==> config.mk <==
export PLATFORM = sky130hd
export DESIGN_NAME = frame_deframer_sum_checksum
export DESIGN_NICKNAME = d
export VERILOG_FILES = /design/src/fdsc_pkg.sv /design/src/fdsc_in_stage.sv /design/src/fdsc_core.sv /design/src/frame_deframer_sum_checksum.sv
export SDC_FILE = /design/constraint.sdc
export NUM_CORES = 1
export LEC_CHECK = 0
export BUFFER_PORTS_ARGS = -buffer_cell sky130_fd_sc_hd__buf_2
export CORE_MARGIN = 4
export CORE_UTILIZATION = 41
export CTS_BUF_LIST = sky130_fd_sc_hd__clkbuf_4
export DETAILED_ROUTE_END_ITERATION = 10
export PLACE_DENSITY_LB_ADDON = 0.05
export SYNTH_ARGS = -nofsm -noshare
export SYNTH_HDL_FRONTEND = slang
export SYNTH_SLANG_ARGS = --single-unit
==> constraint.sdc <==
create_clock -name i_clk -period 3.14 [get_ports i_clk]
set_clock_uncertainty 0.05 [all_clocks]
set_input_delay 0.942 -clock i_clk [delete_from_list [all_inputs] [get_ports i_clk]]
set_output_delay 0.942 -clock i_clk [all_outputs]
set_load 0.02 [all_outputs]
==> src/fdsc_pkg.sv <==
// ----------------------------------------------------------------------------
// fdsc_pkg
// Shared types and constants of the header/trailer deframer with an additive
// checksum.
// ----------------------------------------------------------------------------
package fdsc_pkg;

    localparam int unsigned BYTE_W      = 8;
    localparam int unsigned POS_W       = 3;
    localparam int unsigned DELAY_DEPTH = 3;
    localparam int unsigned CFG_IDX_W   = 2;

    // first position at which the first trailer byte may sit
    localparam logic [POS_W-1:0] TRAILER_POS = 3'd5;
    localparam logic [POS_W-1:0] POS_MAX     = 3'd7;
    // positions before this one emit nothing
    localparam logic [POS_W-1:0] EMIT_POS    = 3'd5;
    localparam logic [POS_W-1:0] POS_HEADER  = 3'd1;
    localparam logic [POS_W-1:0] POS_HUNT    = 3'd0;

    typedef enum logic [CFG_IDX_W-1:0] {
        CFG_HEADER_FIRST   = 2'd0,
        CFG_HEADER_SECOND  = 2'd1,
        CFG_TRAILER_FIRST  = 2'd2,
        CFG_TRAILER_SECOND = 2'd3
    } t_cfg_idx;

    typedef struct packed {
        logic [BYTE_W-1:0] header_first;
        logic [BYTE_W-1:0] header_second;
        logic [BYTE_W-1:0] trailer_first;
        logic [BYTE_W-1:0] trailer_second;
    } t_cfg;

    typedef struct packed {
        logic              valid;
        logic [BYTE_W-1:0] payload_byte;
        logic              last_of_frame;
        logic              frame_ok;
    } t_result;

endpackage

==> src/fdsc_in_stage.sv <==
// ----------------------------------------------------------------------------
// fdsc_in_stage
// Input register: holds one received byte until the frame logic takes it.
// ----------------------------------------------------------------------------
module fdsc_in_stage
    import fdsc_pkg::*;
(
    input  logic              i_clk,
    input  logic              i_rst_n,
    input  logic              i_load,
    input  logic [BYTE_W-1:0] i_byte,
    input  logic              i_take,
    output logic              o_valid,
    output logic [BYTE_W-1:0] o_byte
);

    logic              r_valid;
    logic              n_valid;
    logic [BYTE_W-1:0] r_byte;

    always_comb begin
        n_valid = r_valid;
        if (i_take) begin
            n_valid = 1'b0;
        end
        if (i_load) begin
            n_valid = 1'b1;
        end
    end

    always_ff @(posedge i_clk) begin
        if (!i_rst_n) begin
            r_valid <= 1'b0;
        end else begin
            r_valid <= n_valid;
        end
    end

    always_ff @(posedge i_clk) begin
        if (i_load) begin
            r_byte <= i_byte;
        end
    end

    assign o_valid = r_valid;
    assign o_byte  = r_byte;

endmodule

==> src/fdsc_core.sv <==
// ----------------------------------------------------------------------------
// fdsc_core
// Frame state: header hunt, saturating position count, three-byte delay line
// and running checksum. Produces at most one result per step.
// ----------------------------------------------------------------------------
module fdsc_core
    import fdsc_pkg::*;
(
    input  logic              i_clk,
    input  logic              i_rst_n,
    input  logic              i_step,
    input  logic [BYTE_W-1:0] i_byte,
    input  t_cfg              i_cfg,
    output t_result           o_result
);

    logic [POS_W-1:0]  r_pos;
    logic [POS_W-1:0]  n_pos;
    logic              r_prev_valid;
    logic              n_prev_valid;
    logic [BYTE_W-1:0] r_sum;
    logic [BYTE_W-1:0] n_sum;
    logic [BYTE_W-1:0] r_delay [DELAY_DEPTH];

    logic              w_in_frame;
    logic [POS_W-1:0]  w_pos_inc;
    logic [BYTE_W-1:0] w_prev;
    logic [BYTE_W-1:0] w_sum_add;
    logic              w_header_hit;
    logic              w_trailer_hit;

    // position 0 means hunting
    assign w_in_frame = (r_pos != POS_HUNT);
    assign w_pos_inc  = (r_pos == POS_MAX) ? POS_MAX : r_pos + POS_W'(1);
    // newest entry of the delay line is the previous byte
    assign w_prev     = r_delay[0];
    assign w_sum_add  = r_sum + r_delay[DELAY_DEPTH-1];

    assign w_header_hit  = r_prev_valid && (w_prev == i_cfg.header_first)
                           && (i_byte == i_cfg.header_second);
    assign w_trailer_hit = (w_pos_inc > TRAILER_POS) && (w_prev == i_cfg.trailer_first)
                           && (i_byte == i_cfg.trailer_second);

    always_comb begin
        n_pos                 = r_pos;
        n_prev_valid          = r_prev_valid;
        n_sum                 = r_sum;
        o_result.valid        = 1'b0;
        o_result.payload_byte = r_delay[DELAY_DEPTH-1];
        o_result.last_of_frame = 1'b0;
        o_result.frame_ok     = 1'b0;
        if (i_step) begin
            if (!w_in_frame) begin
                n_prev_valid = 1'b1;
                if (w_header_hit) begin
                    n_pos = POS_HEADER;
                    n_sum = '0;
                end
            end else begin
                n_pos = w_pos_inc;
                if (w_pos_inc >= EMIT_POS) begin
                    o_result.valid = 1'b1;
                    if (w_trailer_hit) begin
                        o_result.last_of_frame = 1'b1;
                        o_result.frame_ok      = (w_sum_add == r_delay[1]);
                        n_pos        = POS_HUNT;
                        n_prev_valid = 1'b0;
                        n_sum        = '0;
                    end else begin
                        n_sum = w_sum_add;
                    end
                end
            end
        end
    end

    always_ff @(posedge i_clk) begin
        if (!i_rst_n) begin
            r_pos        <= POS_HUNT;
            r_prev_valid <= 1'b0;
            r_sum        <= '0;
        end else begin
            r_pos        <= n_pos;
            r_prev_valid <= n_prev_valid;
            r_sum        <= n_sum;
        end
    end

    // every byte shifts in; a frame only reads entries written after its header
    always_ff @(posedge i_clk) begin
        if (i_step) begin
            r_delay[0] <= i_byte;
            for (int i = 1; i < DELAY_DEPTH; i++) begin
                r_delay[i] <= r_delay[i-1];
            end
        end
    end

endmodule

==> src/frame_deframer_sum_checksum.sv <==
// ----------------------------------------------------------------------------
// frame_deframer_sum_checksum
// Byte-stream deframer with two-byte header and trailer and a modulo-256
// payload checksum.
// ----------------------------------------------------------------------------
// One received byte per transaction, one transaction per clock when the
// output side keeps up. A byte passes an input register, then the frame logic
// (a compare, an 8-bit add and the delay-line shift) into an output register.
// Payload bytes come out three received bytes late; the last one carries
// tlast, and tuser is 1 there when the checksum matched (frames with tuser
// low are to be dropped). The output register decouples the two sides: a new
// byte is taken while a result waits, and tready falls only when both
// registers are full.
module frame_deframer_sum_checksum
    import fdsc_pkg::*;
(
    input  logic                 i_clk,
    input  logic                 i_rst_n,
    // configuration
    input  logic                 i_cfg_we,
    input  logic [CFG_IDX_W-1:0] i_cfg_index,
    input  logic [BYTE_W-1:0]    i_cfg_data,
    // received bytes
    input  logic                 s_axis_tvalid,
    output logic                 s_axis_tready,
    input  logic [BYTE_W-1:0]    s_axis_tdata,   // [7:0] rx_byte
    // payload bytes
    output logic                 m_axis_tvalid,
    input  logic                 m_axis_tready,
    output logic [BYTE_W-1:0]    m_axis_tdata,   // [7:0] payload_byte
    output logic                 m_axis_tlast,
    output logic                 m_axis_tuser    // [0] frame_ok
);

    t_cfg              r_cfg;
    t_result           w_result;
    logic              w_in_valid;
    logic [BYTE_W-1:0] w_in_byte;
    logic              w_out_free;
    logic              w_advance;
    logic              w_load;

    logic              r_m_valid;
    logic [BYTE_W-1:0] r_m_data;
    logic              r_m_last;
    logic              r_m_ok;

    always_ff @(posedge i_clk) begin
        if (!i_rst_n) begin
            r_cfg <= '0;
        end else if (i_cfg_we) begin
            case (t_cfg_idx'(i_cfg_index))
                CFG_HEADER_FIRST:   r_cfg.header_first   <= i_cfg_data;
                CFG_HEADER_SECOND:  r_cfg.header_second  <= i_cfg_data;
                CFG_TRAILER_FIRST:  r_cfg.trailer_first  <= i_cfg_data;
                CFG_TRAILER_SECOND: r_cfg.trailer_second <= i_cfg_data;
                default: r_cfg <= r_cfg;
            endcase
        end
    end

    assign w_out_free    = !r_m_valid || m_axis_tready;
    assign w_advance     = w_in_valid && w_out_free;
    assign s_axis_tready = !w_in_valid || w_advance;
    assign w_load        = s_axis_tvalid && s_axis_tready;

    fdsc_in_stage u_in_stage (
        .i_clk   (i_clk),
        .i_rst_n (i_rst_n),
        .i_load  (w_load),
        .i_byte  (s_axis_tdata),
        .i_take  (w_advance),
        .o_valid (w_in_valid),
        .o_byte  (w_in_byte)
    );

    fdsc_core u_core (
        .i_clk    (i_clk),
        .i_rst_n  (i_rst_n),
        .i_step   (w_advance),
        .i_byte   (w_in_byte),
        .i_cfg    (r_cfg),
        .o_result (w_result)
    );

    always_ff @(posedge i_clk) begin
        if (!i_rst_n) begin
            r_m_valid <= 1'b0;
        end else if (w_out_free) begin
            r_m_valid <= w_result.valid;
        end
    end

    always_ff @(posedge i_clk) begin
        if (w_out_free) begin
            r_m_data <= w_result.payload_byte;
            r_m_last <= w_result.last_of_frame;
            r_m_ok   <= w_result.frame_ok;
        end
    end

    assign m_axis_tvalid = r_m_valid;
    assign m_axis_tdata  = r_m_data;
    assign m_axis_tlast  = r_m_last;
    assign m_axis_tuser  = r_m_ok;

    // checksum verdict only ever rides on the last byte of a frame
    a_ok_needs_last: assert property (@(posedge i_clk) disable iff (!i_rst_n)
        m_axis_tvalid && m_axis_tuser |-> m_axis_tlast)
        else $error("frame_ok set on a byte that is not last of frame");

    // a held input byte is neither lost nor overwritten
    a_in_hold: assert property (@(posedge i_clk) disable iff (!i_rst_n)
        w_in_valid && !w_advance |=> w_in_valid && $stable(w_in_byte))
        else $error("input register lost its byte while stalled");

    // an empty output register never blocks the input side
    a_ready_when_empty: assert property (@(posedge i_clk) disable iff (!i_rst_n)
        !m_axis_tvalid |-> s_axis_tready)
        else $error("input stalled with empty output register");

endmodule
# After elaboration in Yosys (flattened, before gate mapping)
# Memories as Yosys holds them, arrays and structs flattened.
# Index checks and enable logic that the tools add are counted.
# word_totals
regBits,64
mem_bits_rw,24
output_inout_bits,12
elab_cells,72
memories,1
# memory_table
name,words,word_bits,rd,rd_clocked_by_memory_dff,wr,line_no,text
u_core.r_delay,3,8,3,0,3,fdsc_core.sv:23,logic [BYTE_W-1:0] r_delay [DELAY_DEPTH];
# op_classes
addsub,2
order_cmp,2
eq_ne,11
mux,20
reduce_logical,23
# op_table
op,count
== test 8 bit,5
two-way mux 8 bit,4
two-way mux 3 bit,5
two-way mux 1 bit,10
AND reduction 2 bit,5
AND reduction 3 bit,3
adder 8 bit,1
logical AND 1 bit,6
== test 2 bit (second input constant),2
!= test 2 bit (second input constant),2
AND reduction 4 bit,1
nonzero test 2 bit,2
adder 3 x 1 -> 3 bit (second input constant),1
== test 3 bit (second input constant),1
greater-or-equal comparator 3 bit (second input constant),1
greater-than comparator 3 bit (second input constant),1
nonzero test 3 bit,1
== test 2 x 1 -> 1 bit (second input constant),1
zero test 1 bit,2
zero test 2 bit,1
logical OR 1 bit,2
two-way mux 2 bit,1

# Depth between registers and ports, before layout
# Gate-level depths: netlist of the first run.
# logic_depth
ltp_word,8
depth_mapped,9
depth_no_buf,8

# Cells and area by module
# From an unflattened synthesis of the first run, not the netlist that was laid out.
# unflattened
cells_unflattened,337
hier_area_um2,3920.0
# modules_own_cells
module,n_inst,cells_per_inst,area_each_um2,seq_area_each_um2
fdsc_core,1,193,2099.5,960.9
frame_deframer_sum_checksum,1,133,1539.0,960.9
fdsc_in_stage,1,11,281.5,260.2

# Least setup slack after synthesis of the first run
# OpenSTA, ideal clock, no wires.
# synth_path
path_type,input to register
startpoint,input m_axis_tready
endpoint,memory u_core.r_delay[0][0] (enable)
setup_time_ps,406
arrival_time_ps,2168
required_time_ps,2684
setup_slack_ps,515
cell_stages,3
path_cell_list,nor2b_1 buf_6 nor2_1
# synth_lines
item,line_no,text
from (decl),frame_deframer_sum_checksum.sv:29,"input logic m_axis_tready,"
to (decl),fdsc_core.sv:23,

==> results of run 1 <==
-- power by group --
group	leakage [uW]	switching, uW	internal (uW)
sequential	0.000786	28.2	1240
clock	0.0000738	374	248
combinational	0.000884	83.8	73.9
total	0.00174	486	1560
-- cell type report --
class / count / area share
well taps: 129 / 0.0363
clock buffers: 10 / 0.0169
multi-input cells: 228 / 0.392
flip-flops and latches: 88 / 0.490
clock inverters: 6 / 0.0135
inverters: 6 / 0.00506
repair buffers: 39 / 0.0467
-- worst max path at each step --
| stage | slack, ps | end | start | cells past startpoint |
|---|---|---|---|---|
| 2_1_floorplan | 520 | u_core.r_delay[0][0] | m_axis_tready | 3 |
| 3_3_place_gp | 390 | m_axis_tuser | u_core.r_delay[0][16] | 8 |
| 3_5_place_dp | 360 | m_axis_tuser | u_core.r_delay[0][16] | 8 |
| 4_1_cts | 310 | m_axis_tuser | u_core.r_delay[0][16] | 8 |
| 5_1_grt | 140 | m_axis_tuser | u_core.r_delay[0][16] | 8 |
| 6_report | 320 | m_axis_tuser | u_core.r_delay[0][16] | 8 |
-- critical path, stage by stage (launching register included) --
cell	delay, ps
edfxtp_1	420
ha_1	240
fa_1	430
a211oi_2	250
nor2_2	110
and3_1	190
a311oi_1	250
or4b_1	480
nor4_2	250
-- state kept, by name (all words and copies together), names as in the netlist --
name / flops
u_core.r_prev_valid: 1
r_cfg: 32
u_core.r_sum: 8
m_axis_tvalid: 1
m_axis_tuser: 1
u_in_stage.o_valid: 1
m_axis_tdata: 8
m_axis_tlast: 1
u_core.r_delay: 24
u_core.r_pos: 3
u_in_stage.o_byte: 8
-- cell families (layout without fill, tap and decap cells) --
family | Yosys count | in the layout | share of synthesized area
AOI/OAI and AO/OA | 37 | 37 | 0.0659
buffers and inverters | 19 | 61 | 0.0209
DFF | 88 | 88 | 0.545
xor gates and xnor gates | 46 | 46 | 0.104
adders and majority gates | 11 | 11 | 0.0356
muxes | 32 | 32 | 0.0800
and+or+nand+nor | 102 | 102 | 0.149
-- stage by stage --
stage	instance area (um^2)	total power, uW	util	setup slack (ps)
3_5_place_dp	4320	1460	0.461	359
2_1_floorplan	4010	1400	-	515
4_1_cts	4450	2080	0.475	307
5_1_grt	4450	2150	0.475	139
6_report	4450	2050	0.475	316
3_3_place_gp	4320	1460	0.461	394
-- metal layers --
layer / part of all wire / vias up / track usage / wire [um]
li1: - / 1269 / - / -
met1: 0.46 / 1186 / 0.178 / 3680
met2: 0.49 / 42 / 0.250 / 3910
met3: 0.030 / 9 / 0.0379 / 238
met4: 0.012 / 0 / 0.0447 / 98
met5: 0 / - / 0 / 0
-- cells in the final DEF (no fill, tap or decap), drive strengths merged, types with 3 or more instances in the layout --
master  count
nor2b      36
edfxtp     42
ha          9
nand2      22
a21oi       6
o32ai       4
nor2       13
o22ai       5
buf        39
nor4        3
nor3        5
xnor2      29
nand3       4
mux2i      32
dfxtp      46
o21ai       6
clkbuf     10
xor2       16
clkinv      4
nand4       7
nand2b      3
a211oi      3
inv         6
==> impl_metrics.ini, run 1 <==
[clocking]
cts_buffers = 9
post_cts_buffers = 0
cts.sinks = 88
clock_latency_ps = 420
cts_root_buffer = clkbuf_4
tritoncts = built
postCtsHoldBufs = 0
cts_buffer_depth = 2
ctsHtreeMaxLevel = 3
cts_resized = 0
cts.clk_slew.worst_paths_ps = 130

[place]
hpwl_um = 5580
io_buffers = 34
routabilityCongestion = 0.791
dpl.cell_count = 490

[logic_synthesis]
yosysMostFrequentCell = dfxtp_1
synth-seq-cells = 88
avgSynthCellArea_um2 = 12.0
synth_area_leaders = edfxtp_1, dfxtp_1, mux2i_1, xnor2_1, nor2b_1
synth_async_sr_flop_share = 0
synth_edf_count = 42
syn_inst = 335
synth_cell_types = 51
yosys.area.top_type = edfxtp_1
synth_nets = 368
synthTopCellsByCount = dfxtp_1, edfxtp_1, nor2b_1
synth_top_area_share = 0.315
yosys_warnings = 0
ys.flop_type = dfxtp_1
yosysSeqAreaShare = 0.545
synth_area_um2 = 4010

[grt]
grtUsageTotal = 0.145
grt_max_degree = 33
grt_pass1_wl_um = 12800
first_global_vias = 2550
grt_overflow = 0
antenna_found_initial = 0

[timing]
hold_ws_ps = 423
clock.fmax_ghz = 0.354
slew_violations = 0
rsz0062_at_grt = no
setup_viol = 0
fin_tns_setup_ps = 0
min_period_over_period = 0.899
layout_min_cycle_time_ps = 2820
worstMarginPinSlew_ps = 655
finalHoldViolCount = 0
relSlewSlack = 0.562

[final_layout]
fin_cells = 506
area_growth_pct = 11.1
ff_latch_area_um2 = 2180
diodes = 0
fill_cells = 923
final_nets = 405
multi_input_area_um2 = 1740
layout-drive-gt1-share = 0.172

[drt]
avgRoutedWirePerCell_um = 15.7
drcViolationCount = 0
vias = 2506
routed_wl_um = 7930
firstDrtPassIters = 4
viasPerCell = 4.95
ant_nets = 0
drt_iter0_drc = 82

[floorplan]
die_width_um = 107
core_um2 = 9370
io_pins = 35
start_util = 0.428
dieArea_um2 = 11400
rows = 35
die_h_um = 107

[pwr]
irDropWorstVdd_uv = 274
pwr_density_cell_nw_per_um2 = 460
total_leakage_power_uw = 0.00174

[setup_path]
rr_endpoint = m_axis_tuser
crit_arrival_ps = 3020
cp.required_ps = 3340
path_max_fanout = 6
reg2reg_slack_ps = 320
crit_path_end_kind = flop
rr_startpoint = u_core.r_delay[0][16]
crit_type = flop to flop
rr_worst_depth = 8
cp-start-kind = flop

[job]
maxCapViolations = 0

[run_status]
status = completed

[hold_path]
min_to = m_axis_tdata[5]
whs_path_depth = 0
min-delay-start = u_core.r_delay[0][21]
min_path_type = flop to flop
(Power assumes the default switching activity.)
==> run 2: changes to the inputs <==
--- a/config.mk
+++ b/config.mk
@@ -11,6 +11,7 @@
 export CTS_BUF_LIST = sky130_fd_sc_hd__clkbuf_4
 export DETAILED_ROUTE_END_ITERATION = 10
 export PLACE_DENSITY_LB_ADDON = 0.05
+export SETUP_SLACK_MARGIN = 0.5
 export SYNTH_ARGS = -nofsm -noshare
 export SYNTH_HDL_FRONTEND = slang
 export SYNTH_SLANG_ARGS = --single-unit
==> run 2 against run 1 <==
Global-route usage rose by 0.077 points. Count of clock-buffer cells in the layout did not move. Clock power barely moved. Fmax rose by 9.8%. Die area did not move. Sequential power barely moved. Final area rose by 1.2%. Worst hold slack barely moved. Register-to-register slack improved by 250 ps. Routed wire length rose by 0.40%. Setup slack improved by 250 ps. Final cell count rose by 0.40%. Critical endpoint unchanged.
==> impl_metrics.ini, run 2 (synthesis gave the netlist of run 1 again) <==
[drt]
firstDrtPassIters = 4
ant_nets = 0
routed_wl_um = 7960
vias = 2496
drt_iter0_drc = 66
avgRoutedWirePerCell_um = 15.7
viasPerCell = 4.91
drcViolationCount = 0

[grt]
grtUsageTotal = 0.146
grt_max_degree = 33
first_global_vias = 2569
antenna_found_initial = 0
grt_overflow = 0
grt_pass1_wl_um = 12900

[place]
dp_slack_ps = 359
dpl.cell_count = 490
io_buffers = 34
routabilityCongestion = 0.791
hpwl_um = 5580

[setup_path]
critPathSlowestCell = or4b_4
crit_buf_inv = 0
critical_path.cell_chain = ha_2 -> fa_2 -> a211oi_2 -> nor2_2 -> and3_1 -> a311oi_2 -> or4b_4 -> nor4_4
crit_path_end_kind = flop
crit_arrival_ps = 2780
crit_family = simple AND/OR/NAND/NOR gates
crit_type = flop to flop
cp.required_ps = 3350
path_max_fanout = 2
cp-start-kind = flop
critPathMaxStageDelay_ps = 500

[final_layout]
largest_register_ffs = 32
layout-drive-gt1-share = 0.195
top_register = r_cfg
final_common_cell = dfxtp_1
final_nets = 407
final_core_util = 0.481
diodes = 0
area_growth_pct = 12.5
biggestRegsByFlops = r_cfg x32, u_core.r_delay x24
final_cell_mix = dfxtp_1, edfxtp_1, nor2b_1
fin_cells = 508

[pwr]
power.total_uw = 2050
pwr_density_cell_nw_per_um2 = 456
irDropWorstVdd_uv = 274
total_leakage_power_uw = 0.00175

[clocking]
cts_root_buffer = clkbuf_4
ctsHtreeMaxLevel = 3
clock_latency_ps = 420
cts_buffers = 9
cts.sinks = 88
tritoncts = built
cts.clk_slew.worst_paths_ps = 130
cts_buffer_depth = 2

[timing]
fin_tns_setup_ps = 0
clock.fmax_ghz = 0.389
min_period_over_period = 0.819
slew_violations = 0
setup_slack_ps = 568
relSlewSlack = 0.563
rsz0062_at_grt = yes
setup_viol = 0
worstMarginPinSlew_ps = 654
finalHoldViolCount = 0
layout_min_cycle_time_ps = 2570

[floorplan]
die_h_um = 107
die_width_um = 107
start_util = 0.428
core_um2 = 9370
rows = 35
dieArea_um2 = 11400
io_pins = 35

[job]
maxCapViolations = 0

[run_status]
status = completed

[hold_path]
min_path_type = flop to flop
==> run 2: through the flow <==
| stage | hold slack, ps | instance area [um^2] |
|---|---|---|
| final | 423 | 4510 |
| after global routing | 437 | 4510 |
| after CTS | 425 | 4480 |
| after detailed placement | 396 | 4320 |
| after global placement | 391 | 4320 |
| after floorplan | 378 | 4010 |
==> run 2: final timing paths <==
| check | startpoint | end | slack [ps] | cells past startpoint |
|---|---|---|---|---|
| worst min register to register | u_core.r_delay[0][21] | m_axis_tdata[5] | 420 | 0 |
| worst max register to register | u_core.r_delay[0][16] | m_axis_tuser | 570 | 8 |
| worst min-delay path | u_core.r_delay[0][21] | m_axis_tdata[5] | 420 | 0 |
| worst max-delay path | u_core.r_delay[0][16] | m_axis_tuser | 570 | 8 |
==> run 2: final cells by class <==
cell class	instances	area, um^2
clock buffers	10	75.1
clock inverters	6	60.1
flip-flops and latches	88	2180
inverters	6	22.5
repair buffers	41	223
well taps	129	161
fillers	911	4870
multi-input cells	228	1780
==> run 2: where the power goes <==
group,internal [uW],switching (uW)
logic,74.7,85.7
clock network,248,375
registers,1240,28.4
total,1560,489
==> run 2: layer usage <==
layer / track usage / vias up / part of all wire / wire length (um)
met5: 0 / - / 0 / 0
met4: 0.0447 / 0 / 0.016 / 124
met3: 0.0379 / 11 / 0.031 / 243
met2: 0.252 / 49 / 0.49 / 3910
met1: 0.178 / 1164 / 0.46 / 3680
li1: - / 1272 / - / -
==> run 2: timing repair <==
action	in CTS	in global routing
hold buffers	0	0
endpoints found under the setup margin	2	1
pin swaps	5	2
gates resized for setup	4	4
setup buffers	2	0
==> run 3: changes to the inputs <==
==> constraint.sdc (replaced) <==
create_clock -name i_clk -period 2.6 [get_ports i_clk]
set_clock_uncertainty 0.05 [all_clocks]
set_input_delay 0.78 -clock i_clk [delete_from_list [all_inputs] [get_ports i_clk]]
set_output_delay 0.78 -clock i_clk [all_outputs]
set_load 0.02 [all_outputs]
==> run 3 against run 2 <==
Fmax barely moved. Routed wire length rose by 0.77%. Largest cell class unchanged. Critical endpoint unchanged. Setup slack got worse by 540 ps. Critical path type unchanged. Final cell count rose by 1.8%. Worst hold slack got worse by 1.4 ps. Sequential share of layout area fell by 1.8 points. Combinational power rose by 24%. Count of clock-buffer cells in the layout fell by 1. Non-clock buffer count rose by 9. Critical path depth did not move. First-iteration DRC count rose by 70%.
==> impl_metrics.ini, run 3 (synthesis gave the netlist of run 1 again) <==
[drt]
drcViolationCount = 0
avgRoutedWirePerCell_um = 15.5
drt_iter0_drc = 112
ant_nets = 0
vias = 2525
viasPerCell = 4.88
firstDrtPassIters = 4
routed_wl_um = 8020

[place]
io_buffers = 34
dp_slack_ps = 71.0
hpwl_um = 5630
placed_cell_area_um2 = 4380
routabilityCongestion = 0.836

[hold_path]
min_path_type = flop to flop

[floorplan]
die_width_um = 107
start_util = 0.428
dieArea_um2 = 11400
core_um2 = 9370
die_h_um = 107
io_pins = 35
rows = 35

[timing]
layout_min_cycle_time_ps = 2570
setup_viol = 0
setup_slack_ps = 29.5
min_period_over_period = 0.989
clock.fmax_ghz = 0.389
slew_violations = 0
relSlewSlack = 0.583
rsz0062_at_grt = yes
fin_tns_setup_ps = 0
worstMarginPinSlew_ps = 623
finalHoldViolCount = 0

[final_layout]
layout-drive-gt1-share = 0.237
multi_input_area_um2 = 1860
diodes = 0
final_cell_mix = dfxtp_1, edfxtp_1, nor2b_1
top_register = r_cfg
final_nets = 416
final_common_cell = dfxtp_1
fill_cells = 875
biggestRegsByFlops = r_cfg x32, u_core.r_delay x24
final_core_util = 0.500
largest_register_ffs = 32
ff_latch_area_um2 = 2180
area_growth_pct = 17.0
design_area_um2 = 4690

[grt]
grt_max_degree = 40
grtUsageTotal = 0.151
grt_overflow = 0
first_global_vias = 2574
grt_pass1_wl_um = 13300
antenna_found_initial = 0

[setup_path]
cp.required_ps = 2820
crit_type = flop to flop
path_max_fanout = 2
crit_path_end_kind = flop
critPathSlowestCell = fa_2
crit_family = adder cells
critPathMaxStageDelay_ps = 540
cp-start-kind = flop
crit_arrival_ps = 2790
critical_path.cell_chain = ha_4 -> fa_2 -> xor2_1 -> nor2_1 -> o2111ai_1 -> a311oi_1 -> or4b_4 -> nor4_4
crit_buf_inv = 0

[clocking]
tritoncts = built
cts.clk_slew.worst_paths_ps = 140
ctsHtreeMaxLevel = 3
cts.sinks = 88
clock_latency_ps = 420
cts_buffer_depth = 2
cts_root_buffer = clkbuf_4
cts_buffers = 9

[job]
maxCapViolations = 0

[pwr]
total_leakage_power_uw = 0.00183
pwr_density_cell_nw_per_um2 = 532
irDropWorstVdd_uv = 301

[run_status]
status = completed
==> run 3: cell types whose count changed in the layout (fill, tap and decap cells not counted), sizes merged <==
| cell | change |
|---|---|
| buf | +9 |
| inv | +2 |
| clkbuf | -1 |
| clkinvlp | -1 |
==> run 3: timing repair <==
| action | CTS | global route |
|---|---|---|
| pin swaps | 2 | 6 |
| hold buffers | 0 | 0 |
| setup endpoints to repair | 10 | 13 |
| setup buffers | 2 | 3 |
| gates resized for setup | 18 | 10 |
==> run 3: worst register-to-register path, delay by kind of cell (launching register included) <==
family                   cells  cell delay (ps)
adder cells (fa/ha/maj)      2              730
AND/OR/NAND/NOR              3              730
flip-flops                   1              460
XOR/XNOR                     1               70
AO/OA/AOI/OAI                2              370
==> run 3: cell type report <==
class | count | area share
clock buffers | 9 | 0.0144
well taps | 129 | 0.0344
flip-flops and latches | 88 | 0.466
clock inverters | 7 | 0.0147
repair buffers | 50 | 0.0681
inverters | 6 | 0.00481
multi-input cells | 228 | 0.397
==> run 3: routing by layer <==
| metal | share of wire | vias up | GRT usage |
|---|---|---|---|
| met2 | 0.49 | 38 | 0.248 |
| met1 | 0.46 | 1194 | 0.201 |
| li1 | - | 1288 | - |
| met4 | 0.0095 | 0 | 0.0356 |
| met3 | 0.036 | 5 | 0.0403 |
| met5 | 0 | - | 0 |
==> run 3: path summary, 6_finish.rpt <==
| path | start | to | slack [ps] | cells past startpoint |
|---|---|---|---|---|
| worst min register to register | u_core.r_delay[0][15] | u_core.r_delay[0][23] | 420 | 0 |
| worst max-delay path | u_core.r_delay[0][16] | m_axis_tuser | 30 | 8 |
| worst max register to register | u_core.r_delay[0][16] | m_axis_tuser | 30 | 8 |
| worst min-delay path | u_core.r_delay[0][15] | u_core.r_delay[0][23] | 420 | 0 |
==> run 3: where the power goes <==
group	leakage (uW)	switching [uW]	internal, uW	total [uW]
Sequential	0.000787	34.7	1500	1530
Clock	0.0000758	467	295	762
Combinational	0.000972	105	93.9	199
==> run 3: through the flow <==
step                total power [uW]  hold slack [ps]  std cells
detailed placement              1760              394        496
global route                    2630              407        517
global placement                1760              394        496
CTS                             2540              427        514
floorplan                       1690              378        335
finish                          2490              422        517
